--- config.mk ---
export PLATFORM = sky130hd
export DESIGN_NAME = byte_key_mixing_hash_top
export DESIGN_NICKNAME = d
export VERILOG_FILES = /design/src/bkmh_pkg.sv /design/src/bkmh_front.sv /design/src/bkmh_queue.sv /design/src/bkmh_back.sv /design/src/byte_key_mixing_hash_top.sv
export VERILOG_INCLUDE_DIRS = /design/src /design/src/src
export SDC_FILE = /design/constraint.sdc
export NUM_CORES = 2
export LEC_CHECK = 0
export BUFFER_PORTS_ARGS = -buffer_cell sky130_fd_sc_hd__buf_4
export CAP_MARGIN = 20
export CORE_ASPECT_RATIO = 1.2
export CORE_MARGIN = 2
export CORE_UTILIZATION = 45
export DETAILED_ROUTE_END_ITERATION = 10
export PLACE_DENSITY_LB_ADDON = 0.08
export SETUP_SLACK_MARGIN = 0.05
export SLEW_MARGIN = 20
export SYNTH_ARGS = -nofsm -noshare
export SYNTH_HDL_FRONTEND = slang
export SYNTH_SLANG_ARGS = --single-unit
export TNS_END_PERCENT = 1
--- constraint.sdc ---
create_clock -name clk -period 13.4 [get_ports clk]
set_input_delay 2.68 -clock clk [delete_from_list [all_inputs] [get_ports clk]]
set_output_delay 2.68 -clock clk [all_outputs]
set_load 0.1 [all_outputs]
--- src/assert_macros.svh ---
// Assertion macros shared by the RTL. Synthesis builds define SYNTH and get empty bodies.
`ifndef ASSERT_MACROS_SVH
`define ASSERT_MACROS_SVH

`ifndef SYNTH

// Check an expression at every clock edge outside reset.
`define ASSERT_ALWAYS(lbl, clk, rst_n, expr) \
    lbl: assert property (@(posedge clk) disable iff (!rst_n) (expr)) \
        else $error("assertion failed");

// Check that a condition implies another in the same cycle.
`define ASSERT_IMPLY(lbl, clk, rst_n, ante, cons) \
    lbl: assert property (@(posedge clk) disable iff (!rst_n) (ante) |-> (cons)) \
        else $error("assertion failed");

// Check that a condition implies another in the next cycle.
`define ASSERT_NEXT(lbl, clk, rst_n, ante, cons) \
    lbl: assert property (@(posedge clk) disable iff (!rst_n) (ante) |=> (cons)) \
        else $error("assertion failed");

`else

`define ASSERT_ALWAYS(lbl, clk, rst_n, expr)
`define ASSERT_IMPLY(lbl, clk, rst_n, ante, cons)
`define ASSERT_NEXT(lbl, clk, rst_n, ante, cons)

`endif

`endif

--- src/bkmh_pkg.sv ---
package bkmh_pkg;

    localparam logic [31:0] LaneInit   = 32'hf721b64d;
    localparam int          BlockBytes = 12;
    localparam int          PosW       = $clog2(BlockBytes + 1);
    localparam int          MixSteps   = 9;
    localparam int          MixStepW   = $clog2(MixSteps);
    localparam int          QueueDepth = 4;
    localparam int          QueuePtrW  = $clog2(QueueDepth);
    localparam int          QueueCntW  = $clog2(QueueDepth + 1);

    // One unit of work for the mixing engine.
    typedef struct packed {
        logic        first;  // first entry of a key: start lanes from init and seed
        logic        blk;    // words form a full 12-byte block
        logic        fin;    // key ends with this entry
        logic [31:0] seed;
        logic [31:0] wa;
        logic [31:0] wb;
        logic [31:0] wc;     // block c word, or shifted tail plus length
        logic [31:0] fc;     // length, added before the closing mix after a full block
    } q_entry_t;

    typedef struct packed {
        logic [31:0] a;
        logic [31:0] b;
        logic [31:0] c;
    } lanes_t;

    typedef enum logic [1:0] {
        BK_IDLE,
        BK_MIX,
        BK_LEN
    } back_state_t;

    // One of the nine steps of the mix; each step rewrites a single lane.
    function automatic lanes_t mix_step(lanes_t l, logic [MixStepW-1:0] k);
        lanes_t r;
        r = l;
        case (k)
            MixStepW'(0): r.a = (l.a - l.b - l.c) ^ (l.c >> 13);
            MixStepW'(1): r.b = (l.b - l.c - l.a) ^ (l.a << 8);
            MixStepW'(2): r.c = (l.c - l.a - l.b) ^ (l.b >> 13);
            MixStepW'(3): r.a = (l.a - l.b - l.c) ^ (l.c >> 12);
            MixStepW'(4): r.b = (l.b - l.c - l.a) ^ (l.a << 16);
            MixStepW'(5): r.c = (l.c - l.a - l.b) ^ (l.b >> 5);
            MixStepW'(6): r.a = (l.a - l.b - l.c) ^ (l.c >> 3);
            MixStepW'(7): r.b = (l.b - l.c - l.a) ^ (l.a << 10);
            MixStepW'(8): r.c = (l.c - l.a - l.b) ^ (l.b >> 15);
            default:      r = l;
        endcase
        return r;
    endfunction

endpackage

--- src/bkmh_front.sv ---
module bkmh_front (
    input  logic                clk,
    input  logic                rst_n,
    input  logic                s_tvalid,
    output logic                s_tready,
    input  logic [39:0]         s_tdata,
    input  logic                s_tuser,
    input  logic                s_tlast,
    output logic                q_push,
    output bkmh_pkg::q_entry_t  q_entry,
    input  logic                q_full
);
    import bkmh_pkg::*;

    localparam logic [PosW-1:0] BlockEnd = PosW'(BlockBytes);

    logic              in_key_reg, in_key_next;
    logic              first_reg, first_next;
    logic [PosW-1:0]   pos_reg, pos_next;
    logic [31:0]       wa_reg, wa_next;
    logic [31:0]       wb_reg, wb_next;
    logic [31:0]       wc_reg, wc_next;
    logic [31:0]       len_reg, len_next;
    logic [31:0]       seed_reg, seed_next;

    logic              accept;
    logic              first_item;
    logic              first0;
    logic [PosW-1:0]   pos0, pos1;
    logic [31:0]       wa0, wb0, wc0, wa1, wb1, wc1;
    logic [31:0]       len0, len1;
    logic [31:0]       seed_cur;
    logic [31:0]       byte_word;
    logic              blk;
    logic [7:0]        data_byte;
    logic              has_byte;
    logic              is_last;

    assign data_byte = s_tdata[7:0];
    assign has_byte  = s_tuser;
    assign is_last   = s_tlast;
    assign s_tready  = !q_full;
    assign accept    = s_tvalid && s_tready;

    always_comb
    begin
        first_item = !in_key_reg;
        first0     = first_item ? 1'b1 : first_reg;
        pos0       = first_item ? '0 : pos_reg;
        wa0        = first_item ? '0 : wa_reg;
        wb0        = first_item ? '0 : wb_reg;
        wc0        = first_item ? '0 : wc_reg;
        len0       = first_item ? '0 : len_reg;
        seed_cur   = first_item ? s_tdata[39:8] : seed_reg;

        byte_word = {24'd0, data_byte} << {pos0[1:0], 3'b000};
        wa1  = wa0;
        wb1  = wb0;
        wc1  = wc0;
        len1 = len0;
        pos1 = pos0;
        if (has_byte)
        begin
            case (pos0[3:2])
                2'd0:    wa1 = wa0 | byte_word;
                2'd1:    wb1 = wb0 | byte_word;
                default: wc1 = wc0 | byte_word;
            endcase
            len1 = len0 + 32'd1;
            pos1 = pos0 + PosW'(1);
        end
        blk = has_byte && (pos1 == BlockEnd);

        q_entry.first = first0;
        q_entry.blk   = blk;
        q_entry.fin   = is_last;
        q_entry.seed  = seed_cur;
        q_entry.wa    = wa1;
        q_entry.wb    = wb1;
        q_entry.fc    = len1;
        // tail c bytes go in one byte higher, together with the length
        q_entry.wc    = blk ? wc1 : ({wc1[23:0], 8'd0} + len1);
        q_push        = accept && (blk || is_last);

        in_key_next = in_key_reg;
        first_next  = first_reg;
        pos_next    = pos_reg;
        wa_next     = wa_reg;
        wb_next     = wb_reg;
        wc_next     = wc_reg;
        len_next    = len_reg;
        seed_next   = seed_reg;
        if (accept)
        begin
            in_key_next = !is_last;
            first_next  = q_push ? 1'b0 : first0;
            pos_next    = blk ? '0 : pos1;
            wa_next     = blk ? '0 : wa1;
            wb_next     = blk ? '0 : wb1;
            wc_next     = blk ? '0 : wc1;
            len_next    = len1;
            seed_next   = seed_cur;
        end
    end

    always_ff @(posedge clk or negedge rst_n)
    begin
        if (!rst_n)
        begin
            in_key_reg <= 1'b0;
        end
        else
        begin
            in_key_reg <= in_key_next;
        end
    end

    always_ff @(posedge clk)
    begin
        first_reg <= first_next;
        pos_reg   <= pos_next;
        wa_reg    <= wa_next;
        wb_reg    <= wb_next;
        wc_reg    <= wc_next;
        len_reg   <= len_next;
        seed_reg  <= seed_next;
    end

endmodule

--- src/bkmh_queue.sv ---
`include "assert_macros.svh"

module bkmh_queue (
    input  logic                clk,
    input  logic                rst_n,
    input  logic                push,
    input  bkmh_pkg::q_entry_t  push_entry,
    output logic                full,
    input  logic                pop,
    output logic                valid,
    output bkmh_pkg::q_entry_t  head
);
    import bkmh_pkg::*;

    localparam logic [QueuePtrW-1:0] PtrLast = QueuePtrW'(QueueDepth - 1);
    localparam logic [QueueCntW-1:0] CntFull = QueueCntW'(QueueDepth);

    q_entry_t               slot_reg [QueueDepth];
    logic [QueuePtrW-1:0]   wr_ptr_reg, wr_ptr_next;
    logic [QueuePtrW-1:0]   rd_ptr_reg, rd_ptr_next;
    logic [QueueCntW-1:0]   count_reg, count_next;

    assign full  = (count_reg == CntFull);
    assign valid = (count_reg != '0);
    assign head  = slot_reg[rd_ptr_reg];

    always_comb
    begin
        wr_ptr_next = wr_ptr_reg;
        rd_ptr_next = rd_ptr_reg;
        count_next  = count_reg;
        if (push)
        begin
            wr_ptr_next = (wr_ptr_reg == PtrLast) ? '0 : wr_ptr_reg + QueuePtrW'(1);
        end
        if (pop)
        begin
            rd_ptr_next = (rd_ptr_reg == PtrLast) ? '0 : rd_ptr_reg + QueuePtrW'(1);
        end
        case ({push, pop})
            2'b10:   count_next = count_reg + QueueCntW'(1);
            2'b01:   count_next = count_reg - QueueCntW'(1);
            default: count_next = count_reg;
        endcase
    end

    always_ff @(posedge clk or negedge rst_n)
    begin
        if (!rst_n)
        begin
            wr_ptr_reg <= '0;
            rd_ptr_reg <= '0;
            count_reg  <= '0;
        end
        else
        begin
            wr_ptr_reg <= wr_ptr_next;
            rd_ptr_reg <= rd_ptr_next;
            count_reg  <= count_next;
        end
    end

    always_ff @(posedge clk)
    begin
        if (push)
        begin
            slot_reg[wr_ptr_reg] <= push_entry;
        end
    end

    `ASSERT_ALWAYS(a_no_overflow, clk, rst_n, !(push && full))
    `ASSERT_ALWAYS(a_no_underflow, clk, rst_n, !(pop && !valid))

endmodule

--- src/bkmh_back.sv ---
`include "assert_macros.svh"

module bkmh_back (
    input  logic                clk,
    input  logic                rst_n,
    input  logic                q_valid,
    input  bkmh_pkg::q_entry_t  q_head,
    output logic                q_pop,
    output logic                m_tvalid,
    input  logic                m_tready,
    output logic [31:0]         m_tdata
);
    import bkmh_pkg::*;

    localparam logic [MixStepW-1:0] MixLast = MixStepW'(MixSteps - 1);

    back_state_t            state_reg, state_next;
    logic [MixStepW-1:0]    step_reg, step_next;
    logic                   fin_reg, fin_next;
    logic                   two_reg, two_next;
    logic                   out_valid_reg, out_valid_next;
    lanes_t                 lanes_reg, lanes_next;
    logic [31:0]            fc_reg, fc_next;
    logic [31:0]            out_data_reg, out_data_next;

    lanes_t                 base;
    lanes_t                 mixed;
    logic                   out_free;

    assign m_tvalid = out_valid_reg;
    assign m_tdata  = out_data_reg;

    always_comb
    begin
        base.a   = q_head.first ? LaneInit : lanes_reg.a;
        base.b   = q_head.first ? LaneInit : lanes_reg.b;
        base.c   = q_head.first ? q_head.seed : lanes_reg.c;
        mixed    = mix_step(lanes_reg, step_reg);
        out_free = !out_valid_reg || m_tready;

        state_next     = state_reg;
        step_next      = step_reg;
        fin_next       = fin_reg;
        two_next       = two_reg;
        lanes_next     = lanes_reg;
        fc_next        = fc_reg;
        out_data_next  = out_data_reg;
        out_valid_next = out_valid_reg && !m_tready;
        q_pop          = 1'b0;

        case (state_reg)
            BK_IDLE:
            begin
                if (q_valid)
                begin
                    q_pop        = 1'b1;
                    lanes_next.a = base.a + q_head.wa;
                    lanes_next.b = base.b + q_head.wb;
                    lanes_next.c = base.c + q_head.wc;
                    fin_next     = q_head.fin;
                    two_next     = q_head.blk && q_head.fin;
                    fc_next      = q_head.fc;
                    step_next    = '0;
                    state_next   = BK_MIX;
                end
            end
            BK_MIX:
            begin
                if (step_reg != MixLast)
                begin
                    lanes_next = mixed;
                    step_next  = step_reg + MixStepW'(1);
                end
                else if (two_reg)
                begin
                    lanes_next = mixed;
                    two_next   = 1'b0;
                    state_next = BK_LEN;
                end
                else if (fin_reg)
                begin
                    // hold the last step until the output register frees up
                    if (out_free)
                    begin
                        lanes_next     = mixed;
                        out_data_next  = mixed.c;
                        out_valid_next = 1'b1;
                        state_next     = BK_IDLE;
                    end
                end
                else
                begin
                    lanes_next = mixed;
                    state_next = BK_IDLE;
                end
            end
            BK_LEN:
            begin
                lanes_next.c = lanes_reg.c + fc_reg;
                step_next    = '0;
                state_next   = BK_MIX;
            end
            default:
            begin
                state_next = BK_IDLE;
            end
        endcase
    end

    always_ff @(posedge clk or negedge rst_n)
    begin
        if (!rst_n)
        begin
            state_reg     <= BK_IDLE;
            step_reg      <= '0;
            fin_reg       <= 1'b0;
            two_reg       <= 1'b0;
            out_valid_reg <= 1'b0;
        end
        else
        begin
            state_reg     <= state_next;
            step_reg      <= step_next;
            fin_reg       <= fin_next;
            two_reg       <= two_next;
            out_valid_reg <= out_valid_next;
        end
    end

    always_ff @(posedge clk)
    begin
        lanes_reg    <= lanes_next;
        fc_reg       <= fc_next;
        out_data_reg <= out_data_next;
    end

    `ASSERT_IMPLY(a_step_range, clk, rst_n, state_reg == BK_MIX, step_reg <= MixLast)
    `ASSERT_NEXT(a_len_then_mix, clk, rst_n, state_reg == BK_LEN, state_reg == BK_MIX && step_reg == '0)
    `ASSERT_IMPLY(a_pop_when_idle, clk, rst_n, q_pop, state_reg == BK_IDLE)

endmodule

--- src/byte_key_mixing_hash_top.sv ---
// Channel   Direction  Signals                                  Item
// s_*       in         s_tvalid s_tready s_tdata s_tuser s_tlast one key byte (or empty-key end)
// m_*       out        m_tvalid m_tready m_tdata                 one 32-bit hash per key
//
// Cycles: one input item per cycle while the queue has room. Each 12-byte block
// costs the mixing engine one lane add and nine mix steps, so long keys can stream
// at one byte a cycle while the queue has room. When a key's last byte completes a
// block, that entry gets a second pass (length added into lane c, nine mix steps).
// Short keys are bound by the single shared mix step unit, one entry at a time.
// Reset: rst_n clears the control state at once; no clearing pass is needed.
// Stalls: a four-entry queue parts the byte front end from the mixing engine, and
// the result register lets the next key be worked on while a hash waits on m_tready.
module byte_key_mixing_hash_top (
    input  logic        clk,
    input  logic        rst_n,
    input  logic        s_tvalid,
    output logic        s_tready,
    input  logic [39:0] s_tdata,   // [7:0] data_byte, [39:8] seed
    input  logic        s_tuser,   // [0] has_byte
    input  logic        s_tlast,
    output logic        m_tvalid,
    input  logic        m_tready,
    output logic [31:0] m_tdata    // [31:0] hash_value
);
    import bkmh_pkg::*;

    logic     q_push;
    logic     q_full;
    logic     q_pop;
    logic     q_valid;
    q_entry_t q_in;
    q_entry_t q_head;

    // Assemble bytes into blocks, track length and seed, hand work to the queue.
    bkmh_front u_front (
        .clk      (clk),
        .rst_n    (rst_n),
        .s_tvalid (s_tvalid),
        .s_tready (s_tready),
        .s_tdata  (s_tdata),
        .s_tuser  (s_tuser),
        .s_tlast  (s_tlast),
        .q_push   (q_push),
        .q_entry  (q_in),
        .q_full   (q_full)
    );

    // Hold pending block and key-end entries so either side can stall on its own.
    bkmh_queue u_queue (
        .clk        (clk),
        .rst_n      (rst_n),
        .push       (q_push),
        .push_entry (q_in),
        .full       (q_full),
        .pop        (q_pop),
        .valid      (q_valid),
        .head       (q_head)
    );

    // Add words into lanes, mix one step a cycle, drive the result register (last step waits).
    bkmh_back u_back (
        .clk      (clk),
        .rst_n    (rst_n),
        .q_valid  (q_valid),
        .q_head   (q_head),
        .q_pop    (q_pop),
        .m_tvalid (m_tvalid),
        .m_tready (m_tready),
        .m_tdata  (m_tdata)
    );

endmodule
==> results.ini <==
[setup_path]
cp.arrival_ns = 7.57
endpoint_kind = flip-flop
critPathMaxFanout = 14
r2r_cells = 15
crit_start = s_tuser
crit_type = primary input to flip-flop
cp.required_ns = 13.94
r2r_slack_ns = 7.24
start_kind = primary input
reg2reg_from = u_queue.rd_ptr_reg[0]
reg2reg_to = u_back.lanes_reg[94]

[placement]
portBuffers = 79
dp_hpwl_um = 134900
dp_cells = 6199
placed_cell_area_sq_mm = 0.06003
gp_congestion = 0.9726

[cells_and_area]
n_fill_cell = 11260
multi_input_area_sq_mm = 0.02641
regArea_sq_mm = 0.02977
largest_reg_flops = 652
final_core_util_pct = 50.06
stdcell_area_sq_mm = 0.06350
drive_gt1_share_pct = 12.73
syn_to_final_growth_pct = 10.30
fin_nets = 5042
instances_no_fill = 6390

[sta]
setup_viol = 0
finalClockSkew_ns = 0.02939
worst_slew_pin_slew_ns = 1.195
max_freq_mhz = 142.3
hold_violations = 0
max_slew_margin_pct = 19.65
fin_crit_sh_pct = 52.45
slew_viol_final = 0
post-route-min-period_ns = 7.029
rsz0062_at_grt = false
finalSetupTns_ns = 0

[routing]
drt_iter0_drc = 3857
drtPass1Iterations = 9
routedWlPerCell_um = 29.19
num_vias = 39570
drc = 0
wl_um = 186500
avgViaCountPerCell = 6.193
antenna_left = 0

[logic_synthesis]
ys_async_sr_fraction_pct = 1.710
syn-instance-count = 4603
synth.avg_cell_area_sq_um = 12.51
syn_area_sq_mm = 0.05757
yosys.cell_types.count = 103
yosys_warnings = 0
synth.area.top_cells = edfxtp_1 (51%), mux4_2 (6.4%), ha_1 (5.7%), xnor2_1 (3.6%), fa_1 (3.4%)
synth-edff-count = 977
synth_top_cell_area_share_pct = 50.96
syn-num-nets = 5010
synth_common_cells = edfxtp_1 (977), nand2_1 (305), a21oi_1 (271)
yosys.area.top_type = edfxtp_1
synthMostInstantiatedCell = edfxtp_1
yosysSeqAreaShare_pct = 51.70
ys_seq_elements = 994
ys.flop_type = edfxtp_1

[grt]
met2_usage_pct = 43.97
grt_first_pass_wirelength_um = 268100
track_usage_pct = 28.30
use_met3_pct = 3.372
grt_overflow_total = 0
antenna_found_initial = 9
grt_busiest_layer = met2
grt_pass1_vias = 37640
grt_max_degree = 130
met1_usage_pct = 40.20

[hold_path]
hp-start = u_queue.count_reg[2]
hold_path_depth = 1
min_to = u_queue.count_reg[2]
hp-class = flip-flop to flip-flop

[job]
max-cap-violations = 0

[clocking]
cts_root_buffer = clkbuf_16
htreeDepth = 3
clock_latency_ns = 0.74
clkTransAtPathRegs_ns = 0.06
cts_sinks = 994
cts_hold_buffers = 0
cts_tree = built
cts_made_buffers = 101
cts_setup_buffers = 0
clockBufferDepth = 3
cts_resized = 0

[floorplanning]
core-area_sq_mm = 0.1269
io_pins = 80
dieArea_sq_mm = 0.1308
fp.dieH_um = 395.8
start_util_pct = 45.39
num_rows = 143
dieWidth_um = 330.5

[run_status]
status = completed

through the flow:
step           setup WS, ns  hold slack (ns)
6_report              6.371           0.5045
5_1_grt               6.133           0.5433
4_1_cts               6.440           0.5057
3_5_place_dp          5.668           0.4953
3_3_place_gp          5.690           0.4896
2_1_floorplan         2.106           0.4643
how the worst max path moves through the flow:
stage                                          to  slack, ns  cells past startpoint
final                     u_queue.slot_reg[0][63]       6.37                     16
after floorplan            u_queue.slot_reg[0][0]       2.11                      3
after global placement    u_queue.slot_reg[0][63]       5.69                     16
after detailed placement  u_queue.slot_reg[0][63]       5.67                     16
after global routing      u_queue.slot_reg[0][63]       6.13                     16
after CTS                 u_queue.slot_reg[0][63]       6.44                     16
cell type report:
class	instances	share of cell area [%]
well taps	1667	3.284
flip-flops and latches	994	46.89
inverters	190	1.123
multi-input cells	3219	41.59
clock buffers	130	4.297
repair buffers	129	1.643
diodes	3	0.01182
clock inverters	58	1.162
layer usage:
metal | vias up | share of wire (%)
li1 | 17690 | -
met1 | 20150 | 44
met2 | 1419 | 46
met3 | 314 | 5.9
met4 | 0 | 4.6
met5 | - | 0
kinds of logic (layout without fill, tap and decap cells):
logic type,after synthesis,after routing,share of synthesized area (%)
simple gates,1114,1114,9.540
other cells,0,3,0
xor+xnor,348,348,5.509
flops,994,994,51.70
mux,247,247,7.934
compound gates,1149,1149,13.61
fa+ha+maj,361,361,9.136
buf+inv,390,507,2.571
worst max-delay path: stages:
cell and delay (ns):
buf_4 0.18, and3_1 0.24, nand4_1 0.25, nor4b_1 0.99, nand2_1 0.15, xnor2_1 0.16
and2_1 0.22, ha_1 0.37, and3_4 0.20, a221o_1 0.39, a21oi_4 0.21, a31oi_1 0.15
or4_1 0.47, a311o_1 0.35, a2111o_1 0.39, o211ai_1 0.14
placed cells by master (no fill, tap or decap), types with 22 or more instances in the layout:
cell	count
a211oi_1	38
a21o_1	94
a21oi_1	270
a22o_1	72
a22oi_1	26
a31oi_1	35
and2_1	117
and3_1	39
buf_4	123
clkbuf_1	22
clkbuf_16	103
edfxtp_1	977
fa_1	99
ha_1	261
inv_1	188
mux2_2	45
mux2i_1	39
mux4_2	162
nand2_1	305
nand2b_1	42
nand3_1	82
nand4_1	29
nor2_1	257
nor2b_1	24
nor3_1	60
o211ai_1	32
o21a_1	26
o21ai_0	223
o22ai_1	37
or2_2	45
or3_1	33
xnor2_1	239
xor2_1	100
Power is not shown: default switching activity piles up to over one toggle a cycle in this logic, so the estimate is an artifact.
